===== src/rtl/cbd_pkg.sv =====
`default_nettype none

package cbd_pkg;

   localparam int TIME_BITS = 48;
   localparam int RUN_BITS  = 16;
   localparam int CNT_BITS  = 32;
   localparam int TMO_BITS  = 32;
   localparam int ADDR_BITS = 4;
   localparam int DATA_BITS = 32;

   typedef logic [TIME_BITS-1:0] stamp_type;
   typedef logic [RUN_BITS-1:0]  run_type;
   typedef logic [CNT_BITS-1:0]  count_type;

   typedef enum logic [1:0] {
      BRK_CLOSED = 2'd0,
      BRK_HALF   = 2'd1,
      BRK_OPEN   = 2'd2
   } breaker_type;

   typedef enum logic [2:0] {
      LVL_NONE       = 3'd0,
      LVL_READ_ONLY  = 3'd1,
      LVL_STALE      = 3'd2,
      LVL_CACHE_ONLY = 3'd3,
      LVL_OFFLINE    = 3'd4
   } level_type;

   typedef enum logic [2:0] {
      OP_SUCCESS     = 3'd0,
      OP_FAILURE     = 3'd1,
      OP_FORCE_OPEN  = 3'd2,
      OP_FORCE_CLOSE = 3'd3,
      OP_RECOVER     = 3'd4
   } op_type;

   typedef enum logic [1:0] {
      RR_RECOVERED   = 2'd0,
      RR_DEGRADED    = 2'd1,
      RR_NOT_ATTEMPT = 2'd2
   } rres_type;

   typedef enum logic [1:0] {
      REG_FAIL_TH    = 2'd0,
      REG_SUCC_TH    = 2'd1,
      REG_OPEN_TMO   = 2'd2
   } reg_type;

   typedef struct packed {
      run_type             fail_th;
      run_type             succ_th;
      logic [TMO_BITS-1:0] open_tmo;
   } cfg_type;

   typedef struct packed {
      logic [2:0] op;
      stamp_type  now;
      logic       cache;
   } item_type;

   typedef struct packed {
      breaker_type breaker;
      level_type   level;
      run_type     fail_cnt;
      run_type     succ_cnt;
      stamp_type   opened_time;
      stamp_type   degrade_start;
      count_type   trip_cnt;
      count_type   rec_cnt;
      count_type   att_cnt;
      stamp_type   degraded_total;
   } state_type;

   typedef struct packed {
      breaker_type breaker;
      level_type   level;
      logic        level_changed;
      level_type   prev_level;
      run_type     fail_run;
      run_type     succ_run;
      rres_type    rres;
      count_type   trip_total;
      count_type   rec_total;
      count_type   att_total;
      stamp_type   degraded_time;
   } result_type;

   function automatic run_type sat_inc(input run_type v);
      sat_inc = (v == {RUN_BITS{1'b1}}) ? v : v + run_type'(1);
   endfunction

endpackage

`default_nettype wire


===== src/rtl/cbd_next.sv =====
`default_nettype none

module cbd_next (
   input  cbd_pkg::state_type  cur,
   input  cbd_pkg::item_type   item,
   input  cbd_pkg::cfg_type    cfg,
   output cbd_pkg::state_type  nxt,
   output cbd_pkg::result_type res
);

   cbd_pkg::run_type     fc_inc;
   cbd_pkg::run_type     sc_inc;
   cbd_pkg::stamp_type   elapsed;
   logic                 timeout_ok;
   logic                 open_now;
   logic                 relevel;
   cbd_pkg::level_type   target;
   cbd_pkg::rres_type    rres;

   assign fc_inc     = cbd_pkg::sat_inc(cur.fail_cnt);
   assign sc_inc     = cbd_pkg::sat_inc(cur.succ_cnt);
   assign elapsed    = item.now - cur.opened_time;
   assign timeout_ok = elapsed >= cbd_pkg::stamp_type'(cfg.open_tmo);

   always_comb begin
      nxt      = cur;
      open_now = 1'b0;
      relevel  = 1'b0;
      rres     = cbd_pkg::RR_NOT_ATTEMPT;
      target   = cbd_pkg::LVL_NONE;

      case (cbd_pkg::op_type'(item.op))
         cbd_pkg::OP_SUCCESS: begin
            nxt.fail_cnt = '0;
            if (cur.breaker == cbd_pkg::BRK_HALF) begin
               nxt.succ_cnt = sc_inc;
               if (sc_inc >= cfg.succ_th) begin
                  nxt.breaker  = cbd_pkg::BRK_CLOSED;
                  nxt.succ_cnt = '0;
                  nxt.rec_cnt  = cur.rec_cnt + cbd_pkg::count_type'(1);
                  relevel      = 1'b1;
               end
            end
         end
         cbd_pkg::OP_FAILURE: begin
            nxt.fail_cnt = fc_inc;
            nxt.succ_cnt = '0;
            if (cur.breaker == cbd_pkg::BRK_CLOSED) begin
               if (fc_inc >= cfg.fail_th) begin
                  open_now     = 1'b1;
                  nxt.trip_cnt = cur.trip_cnt + cbd_pkg::count_type'(1);
               end
            end else if (cur.breaker == cbd_pkg::BRK_HALF) begin
               open_now = 1'b1;
            end else if (timeout_ok) begin
               nxt.breaker = cbd_pkg::BRK_HALF;
               relevel     = 1'b1;
            end
         end
         cbd_pkg::OP_FORCE_OPEN: begin
            if (cur.breaker != cbd_pkg::BRK_OPEN) begin
               open_now     = 1'b1;
               nxt.trip_cnt = cur.trip_cnt + cbd_pkg::count_type'(1);
            end
         end
         cbd_pkg::OP_FORCE_CLOSE: begin
            nxt.breaker  = cbd_pkg::BRK_CLOSED;
            nxt.fail_cnt = '0;
            nxt.succ_cnt = '0;
            nxt.rec_cnt  = cur.rec_cnt + cbd_pkg::count_type'(1);
            relevel      = 1'b1;
         end
         cbd_pkg::OP_RECOVER: begin
            nxt.att_cnt = cur.att_cnt + cbd_pkg::count_type'(1);
            if (cur.breaker == cbd_pkg::BRK_OPEN && timeout_ok) begin
               nxt.breaker  = cbd_pkg::BRK_HALF;
               nxt.succ_cnt = '0;
               relevel      = 1'b1;
               rres         = cbd_pkg::RR_DEGRADED;
            end else if (cur.breaker == cbd_pkg::BRK_CLOSED) begin
               rres = cbd_pkg::RR_RECOVERED;
            end else begin
               rres = cbd_pkg::RR_DEGRADED;
            end
         end
         default: begin
         end
      endcase

      if (open_now) begin
         nxt.breaker     = cbd_pkg::BRK_OPEN;
         nxt.opened_time = item.now;
         relevel         = 1'b1;
      end

      case (nxt.breaker)
         cbd_pkg::BRK_CLOSED: target = cbd_pkg::LVL_NONE;
         cbd_pkg::BRK_HALF:   target = cbd_pkg::LVL_READ_ONLY;
         default: target = item.cache ? cbd_pkg::LVL_CACHE_ONLY : cbd_pkg::LVL_OFFLINE;
      endcase

      if (relevel && target != cur.level) begin
         if (target != cbd_pkg::LVL_NONE && cur.level == cbd_pkg::LVL_NONE) begin
            nxt.degrade_start = item.now;
         end else if (target == cbd_pkg::LVL_NONE && cur.level != cbd_pkg::LVL_NONE) begin
            nxt.degraded_total = cur.degraded_total + (item.now - cur.degrade_start);
         end
         nxt.level = target;
      end

      res.breaker       = nxt.breaker;
      res.level         = nxt.level;
      res.level_changed = nxt.level != cur.level;
      res.prev_level    = cur.level;
      res.fail_run      = nxt.fail_cnt;
      res.succ_run      = nxt.succ_cnt;
      res.rres          = rres;
      res.trip_total    = nxt.trip_cnt;
      res.rec_total     = nxt.rec_cnt;
      res.att_total     = nxt.att_cnt;
      res.degraded_time = nxt.degraded_total;
   end

endmodule

`default_nettype wire


===== src/rtl/circuit_breaker_degradation.sv =====
// three-state circuit breaker with degradation level
// req channel: one event per item (op, now_ms, cache_has_entries), valid/ready
// rsp channel: one result item per event, valid/ready, in event order
// csr port: apb-style, trip failure count at 0x0, close success count at 0x4,
//   open timeout in ms at 0x8; pready is always high, reads return the register
// an accepted item sits in the input register until the output register is free or
//   rsp_ready is high; its result is then loaded into the output register, which
//   drives rsp_valid, so a result passes the input and then the output register
// throughput is one item per clock unless the output stalls; the next-state logic
//   is a single pass of compares, subtracts, adds and increments between the two registers
// while rsp_ready is low the result holds and one more item can be taken into
//   the input register; req_ready then drops until the output drains
// reset (synchronous, active high) empties both registers, closes the breaker,
//   sets level none, clears all counters and times and loads 5, 3 and 30000
//   into the three configuration registers
`default_nettype none

module circuit_breaker_degradation (
   input  logic                                 clock,
   input  logic                                 reset,
   input  logic                                 req_valid,
   output logic                                 req_ready,
   input  logic [2:0]                           req_op,
   input  logic [cbd_pkg::TIME_BITS-1:0]        req_now_ms,
   input  logic                                 req_cache_has_entries,
   output logic                                 rsp_valid,
   input  logic                                 rsp_ready,
   output logic [1:0]                           rsp_breaker_state,
   output logic [2:0]                           rsp_level,
   output logic                                 rsp_level_changed,
   output logic [2:0]                           rsp_previous_level,
   output logic [cbd_pkg::RUN_BITS-1:0]         rsp_fail_run,
   output logic [cbd_pkg::RUN_BITS-1:0]         rsp_success_run,
   output logic [1:0]                           rsp_recovery_result,
   output logic [cbd_pkg::CNT_BITS-1:0]         rsp_trip_total,
   output logic [cbd_pkg::CNT_BITS-1:0]         rsp_recovery_total,
   output logic [cbd_pkg::CNT_BITS-1:0]         rsp_attempt_total,
   output logic [cbd_pkg::TIME_BITS-1:0]        rsp_degraded_time_ms,
   input  logic                                 csr_psel,
   input  logic                                 csr_penable,
   input  logic                                 csr_pwrite,
   input  logic [cbd_pkg::ADDR_BITS-1:0]        csr_paddr,
   input  logic [cbd_pkg::DATA_BITS-1:0]        csr_pwdata,
   output logic [cbd_pkg::DATA_BITS-1:0]        csr_prdata,
   output logic                                 csr_pready
);

   cbd_pkg::cfg_type    cfg_ff;
   cbd_pkg::cfg_type    cfg_in;
   logic                in_valid_ff;
   cbd_pkg::item_type   item_ff;
   logic                out_valid_ff;
   cbd_pkg::result_type result_ff;
   cbd_pkg::state_type  state_ff;
   cbd_pkg::state_type  state_in;
   cbd_pkg::result_type result_in;
   logic                advance;
   logic                csr_write;
   logic [1:0]          csr_index;

   // config port
   assign csr_pready = 1'b1;
   assign csr_write  = csr_psel && csr_penable && csr_pwrite;
   assign csr_index  = csr_paddr[3:2];

   always_comb begin
      cfg_in = cfg_ff;
      if (csr_write) begin
         unique case (csr_index)
            cbd_pkg::REG_FAIL_TH:  cfg_in.fail_th  = csr_pwdata[cbd_pkg::RUN_BITS-1:0];
            cbd_pkg::REG_SUCC_TH:  cfg_in.succ_th  = csr_pwdata[cbd_pkg::RUN_BITS-1:0];
            cbd_pkg::REG_OPEN_TMO: cfg_in.open_tmo = csr_pwdata[cbd_pkg::TMO_BITS-1:0];
            default: begin
            end
         endcase
      end
   end

   always_comb begin
      unique case (csr_index)
         cbd_pkg::REG_FAIL_TH:  csr_prdata = cbd_pkg::DATA_BITS'(cfg_ff.fail_th);
         cbd_pkg::REG_SUCC_TH:  csr_prdata = cbd_pkg::DATA_BITS'(cfg_ff.succ_th);
         cbd_pkg::REG_OPEN_TMO: csr_prdata = cbd_pkg::DATA_BITS'(cfg_ff.open_tmo);
         default:               csr_prdata = '0;
      endcase
   end

   always_ff @(posedge clock) begin
      if (reset) begin
         cfg_ff.fail_th  <= cbd_pkg::run_type'(5);
         cfg_ff.succ_th  <= cbd_pkg::run_type'(3);
         cfg_ff.open_tmo <= cbd_pkg::TMO_BITS'(30000);
      end else begin
         cfg_ff <= cfg_in;
      end
   end

   // handshake
   assign advance   = in_valid_ff && (!out_valid_ff || rsp_ready);
   assign req_ready = !in_valid_ff || advance;

   always_ff @(posedge clock) begin
      if (reset) begin
         in_valid_ff  <= 1'b0;
         out_valid_ff <= 1'b0;
      end else begin
         if (req_ready) begin
            in_valid_ff <= req_valid;
         end
         if (advance) begin
            out_valid_ff <= 1'b1;
         end else if (rsp_ready) begin
            out_valid_ff <= 1'b0;
         end
      end
   end

   always_ff @(posedge clock) begin
      if (req_valid && req_ready) begin
         item_ff.op    <= req_op;
         item_ff.now   <= req_now_ms;
         item_ff.cache <= req_cache_has_entries;
      end
      if (advance) begin
         result_ff <= result_in;
      end
   end

   cbd_next u_next (
      .cur  (state_ff),
      .item (item_ff),
      .cfg  (cfg_ff),
      .nxt  (state_in),
      .res  (result_in)
   );

   always_ff @(posedge clock) begin
      if (reset) begin
         state_ff.breaker        <= cbd_pkg::BRK_CLOSED;
         state_ff.level          <= cbd_pkg::LVL_NONE;
         state_ff.fail_cnt       <= '0;
         state_ff.succ_cnt       <= '0;
         state_ff.opened_time    <= '0;
         state_ff.degrade_start  <= '0;
         state_ff.trip_cnt       <= '0;
         state_ff.rec_cnt        <= '0;
         state_ff.att_cnt        <= '0;
         state_ff.degraded_total <= '0;
      end else if (advance) begin
         state_ff <= state_in;
      end
   end

   assign rsp_valid            = out_valid_ff;
   assign rsp_breaker_state    = result_ff.breaker;
   assign rsp_level            = result_ff.level;
   assign rsp_level_changed    = result_ff.level_changed;
   assign rsp_previous_level   = result_ff.prev_level;
   assign rsp_fail_run         = result_ff.fail_run;
   assign rsp_success_run      = result_ff.succ_run;
   assign rsp_recovery_result  = result_ff.rres;
   assign rsp_trip_total       = result_ff.trip_total;
   assign rsp_recovery_total   = result_ff.rec_total;
   assign rsp_attempt_total    = result_ff.att_total;
   assign rsp_degraded_time_ms = result_ff.degraded_time;

endmodule

`default_nettype wire


===== config.mk =====
export PLATFORM = sky130hd
export DESIGN_NAME = circuit_breaker_degradation
export DESIGN_NICKNAME = d
export VERILOG_FILES = /design/src/rtl/cbd_pkg.sv /design/src/rtl/cbd_next.sv /design/src/rtl/circuit_breaker_degradation.sv
export SDC_FILE = /design/constraint.sdc
export NUM_CORES = 2
export LEC_CHECK = 0
export ABC_AREA = 0
export ABC_CLOCK_PERIOD_IN_PS = 9200
export BUFFER_PORTS_ARGS = -buffer_cell sky130_fd_sc_hd__clkbuf_2
export CAP_MARGIN = 5
export CORE_ASPECT_RATIO = 0.9
export CORE_MARGIN = 1.5
export CORE_UTILIZATION = 55
export CTS_BUF_LIST = sky130_fd_sc_hd__clkbuf_8
export CTS_CLUSTER_DIAMETER = 100
export DETAILED_ROUTE_END_ITERATION = 7
export PLACE_DENSITY = 0.81
export SLEW_MARGIN = 40
export SYNTH_ARGS = -nofsm -noshare
export SYNTH_HDL_FRONTEND = slang
export SYNTH_HIERARCHICAL = 1
export SYNTH_SLANG_ARGS = --single-unit
export TNS_END_PERCENT = 50

===== constraint.sdc =====
create_clock -name clock -period 9.2 [get_ports clock]
set_input_delay 0.46 -clock clock [delete_from_list [all_inputs] [get_ports clock]]
set_output_delay 0.46 -clock clock [all_outputs]
set_load 0.01 [all_outputs]

==> reports/qor.tcl <==
set qor(worst_path_most_repeated_cell) {sky130_fd_sc_hd__inv_1}
set qor(tritoncts_clock_tree) {yes}
set qor(drt_pass1_iterations) 6
set qor(yosysTopAreaCell) {sky130_fd_sc_hd__edfxtp_1}
set qor(drt-initial-drc-count) 3080
set qor(syn-mean-instance-area_um2) 8.76
set qor(die_y_um) 244
set qor(gp_congestion) 0.940
set qor(outcome) {complete, no violations}
set qor(clock_sink_total) 582
set qor(critPathLaunch) {item_ff[1]}
set qor(io_pins) 317
set qor(crit-reg2reg-launch) {item_ff[1]}
set qor(initial_core_util) 0.555
set qor(synth_sequential_area_ratio) 0.396
set qor(core.rowCount) 88
set qor(ys_dominant_reg_cell) {sky130_fd_sc_hd__dfxtp_1}
set qor(slowest_stage) {sky130_fd_sc_hd__nor4_4}
set qor(min_period_ps) 7810
set qor(numCtsBuffers) 97
set qor(grt_usage) 0.271
set qor(syn-cell-area_um2) 35400
set qor(synth.yosys.warnings) 6
set qor(regArea_um2) 14000
set qor(antenna_found_initial) 4
set qor(maximum_number_of_pins_on_one_net_before_global_route_repair) 227
set qor(slew_headroom) 0.398
set qor(cp_data_arrival_time_ps) 8400
set qor(core_area_um2) 63900
set qor(worstMarginPinSlew_ps) 901
set qor(grt_pass1_wl_mm) 146
set qor(multiInputGateArea_um2) 17800
set qor(timing.max_cap.violations) 0
set qor(synth_cell_type_count) 89
set qor(globalRouteOverflowTotal) 0
set qor(finalSetupTns_ps) 0
set qor(ctsLongestPathBuffers) 3
set qor(clock_skew_ps) 40.3
set qor(worst_setup_end_kind) {register}
set qor(hp-class) {in2reg}
set qor(area_delta_synth_final_pct) 9.54
set qor(path_clk_slew_ps) 60
set qor(synthDominantCellAreaShare) 0.202
set qor(synth.top_cells.by_area) {sky130_fd_sc_hd__edfxtp_1 20%, sky130_fd_sc_hd__dfxtp_1 19%, sky130_fd_sc_hd__o21ai_0 6.6%}
set qor(syn_inst) 4046
set qor(vdd_drop_max_v) 0.000125
set qor(clock.fmax_mhz) 128
set qor(criticalPathCategory) {reg2reg}
set qor(syn-num-nets) 4353
set qor(viasPerCell) 5.86
set qor(cts_max_level) 3
set qor(setup_viol) 0
set qor(final_max_slew_viols) 0
set qor(final_hold_viol_count) 0
set qor(finalCoreUtilization) 0.608
set qor(synth_enable_flop_cells) 239
set qor(die_x_um) 271
set qor(post_route_cells_drive_above_1_share) 0.135
set qor(vias) 29700
set qor(root_buffer_master) {sky130_fd_sc_hd__clkbuf_8}
set qor(worst_setup_path_start_kind) {register}
set qor(fillerInstances) 5301
set qor(detailedPlacementHpwl_mm) 60.9
set qor(grt_pass1_vias) 27300
set qor(grt_setup_unrepaired) {no}
set qor(final.period_utilization) 0.849
set qor(worstPathMaxFanout) 48
set qor(power-per-cell-area_nw_per_um2) 154
set qor(dp_cells) 4809
set qor(clock_insertion_delay_at_the_later_pin_of_the_skew_report_ps) 730
set qor(stdcell_count) 5061
set qor(worstPathRequired_ps) 9790
set qor(worst_hold_start) {csr_pwdata[13]}
set qor(routed_wire_length_per_instance_um) 18.3
set qor(port-buffer-count) 313
set qor(cts_resized) 0
set qor(final_nets) 4427
set qor(critical_path.max_stage_delay_ps) 580
set qor(postSynthRegisterBits) 582
set qor(die_area_um2) 66000
set qor(drc) 0
set qor(finalWirelength_mm) 92.6
set qor(detail-route-antenna-nets) 0
set qor(power_leakage_nw) 15.2
set qor(synth-async-reset-ratio) 0
layout make-up:
cell class / instances / area share
clock inverter: 74 / 0.0134
timing repair buffer: 404 / 0.0677
sequential: 582 / 0.362
inverter: 334 / 0.0324
multi-input combinational: 2701 / 0.458
antenna: 1 / 0.0000645
clock buffer: 110 / 0.0390
tap: 855 / 0.0276
layer usage:
metal	vias to the layer above	wire [um]	track usage
met5	-	0	0
met1	14100	39300	0.368
met2	1250	43300	0.440
li1	14100	-	-
met3	179	6870	0.0391
met4	0	3190	0.0996
registers in the layout, indices dropped and copies added, names as in the netlist:
| signal | cells |
|---|---|
| rsp_valid | 1 |
| rsp_recovery_total | 32 |
| cfg_ff | 64 |
| rsp_recovery_result | 2 |
| rsp_breaker_state | 2 |
| rsp_previous_level | 3 |
| item_ff | 52 |
| rsp_degraded_time_ms | 48 |
| in_valid_ff | 1 |
| rsp_level_changed | 1 |
| rsp_success_run | 16 |
| rsp_level | 3 |
| rsp_fail_run | 16 |
| rsp_attempt_total | 32 |
| rsp_trip_total | 32 |
| state_ff | 277 |
power by group:
group          internal, mW  switching, mW
combinational         0.298          0.492
clock                  1.24           1.16
sequential             2.73         0.0479
final timing paths:
check,end,slack [ps],depth (start not counted)
worst max-delay path,state_ff[179],1390,33
worst min-delay path,cfg_ff[13],40,3
worst max register to register,state_ff[179],1390,33
worst min register to register,state_ff[136],470,2
worst max-delay path: cells and delay by family, from the launching register on:
kind	cells	cell delay [ps]
xor gates and xnor gates	1	170
and+or+nand+nor	10	1990
DFF	1	410
muxes	1	400
buffers and inverters	4	790
AOI/OAI and AO/OA	14	2950
adders and majority gates	3	890
synth_stat cells (12+ instances only):
library cell / instances
sky130_fd_sc_hd__a211oi_1: 15
sky130_fd_sc_hd__nand4_1: 47
sky130_fd_sc_hd__xor2_1: 64
sky130_fd_sc_hd__o21a_1: 18
sky130_fd_sc_hd__nor2b_1: 19
sky130_fd_sc_hd__nand2_1: 253
sky130_fd_sc_hd__a21oi_1: 400
sky130_fd_sc_hd__a31oi_1: 17
sky130_fd_sc_hd__dfxtp_1: 343
sky130_fd_sc_hd__o31ai_1: 13
sky130_fd_sc_hd__mux2_2: 40
sky130_fd_sc_hd__nand3_1: 336
sky130_fd_sc_hd__nor2_1: 129
sky130_fd_sc_hd__buf_2: 28
sky130_fd_sc_hd__clkbuf_1: 173
sky130_fd_sc_hd__xnor2_1: 134
sky130_fd_sc_hd__o21ai_0: 466
sky130_fd_sc_hd__mux2_1: 20
sky130_fd_sc_hd__nor3_1: 33
sky130_fd_sc_hd__or3_1: 14
sky130_fd_sc_hd__mux2i_1: 85
sky130_fd_sc_hd__inv_1: 333
sky130_fd_sc_hd__fa_1: 48
sky130_fd_sc_hd__buf_4: 193
sky130_fd_sc_hd__o21bai_1: 13
sky130_fd_sc_hd__and2_1: 27
sky130_fd_sc_hd__o211ai_1: 14
sky130_fd_sc_hd__and3_1: 36
sky130_fd_sc_hd__edfxtp_1: 239
sky130_fd_sc_hd__nand2b_1: 105
sky130_fd_sc_hd__a21o_1: 49
sky130_fd_sc_hd__buf_1: 27
sky130_fd_sc_hd__and4_1: 12
sky130_fd_sc_hd__ha_1: 164
cell families (layout without fill, tap and decap cells):
logic type,count (synthesis),in the layout,share of synthesized area
compound gates,1091,1091,0.173
mux,145,145,0.0431
xor+xnor,198,198,0.0489
fa+ha+maj,212,212,0.0850
buf+inv,763,922,0.104
simple gates,1054,1054,0.149
other cells,1,2,0.000106
flops,582,582,0.396
cell usage in the layout, fill, tap and decap left out, types with 64 or more instances in the layout:
cell type	instances
sky130_fd_sc_hd__o21ai_0	466
sky130_fd_sc_hd__a21oi_1	400
sky130_fd_sc_hd__inv_1	356
sky130_fd_sc_hd__dfxtp_1	342
sky130_fd_sc_hd__nand3_1	336
sky130_fd_sc_hd__clkbuf_2	312
sky130_fd_sc_hd__nand2_1	253
sky130_fd_sc_hd__edfxtp_1	239
sky130_fd_sc_hd__ha_1	164
sky130_fd_sc_hd__xnor2_1	134
sky130_fd_sc_hd__nor2_1	126
sky130_fd_sc_hd__clkbuf_8	110
sky130_fd_sc_hd__nand2b_1	103
sky130_fd_sc_hd__mux2i_1	85
sky130_fd_sc_hd__dlygate4sd3_1	65
sky130_fd_sc_hd__xor2_1	64
what timing repair did:
action / in CTS / in global routing
hold buffers: 65 / 0
hold endpoints to repair: 65 / 0
buffers inserted: 0 / 0
endpoints found under the setup margin: 0 / 0
stage by stage:
| step | setup WS [ps] | power [mW] | instance area [um^2] | hold WS [ps] |
|---|---|---|---|---|
| 4_1_cts | 1460 | 5.98 | 38700 | 2.26 |
| 3_5_place_dp | 1500 | 3.58 | 36100 | 466 |
| 3_3_place_gp | 1610 | 3.56 | 35900 | 460 |
| 2_1_floorplan | 2850 | 3.37 | 35400 | 453 |
| 6_report | 1390 | 5.97 | 38800 | 40.2 |
| 5_1_grt | 776 | 6.20 | 38800 | 20.2 |
No activity file was read; power rests on OpenSTA's default activity.
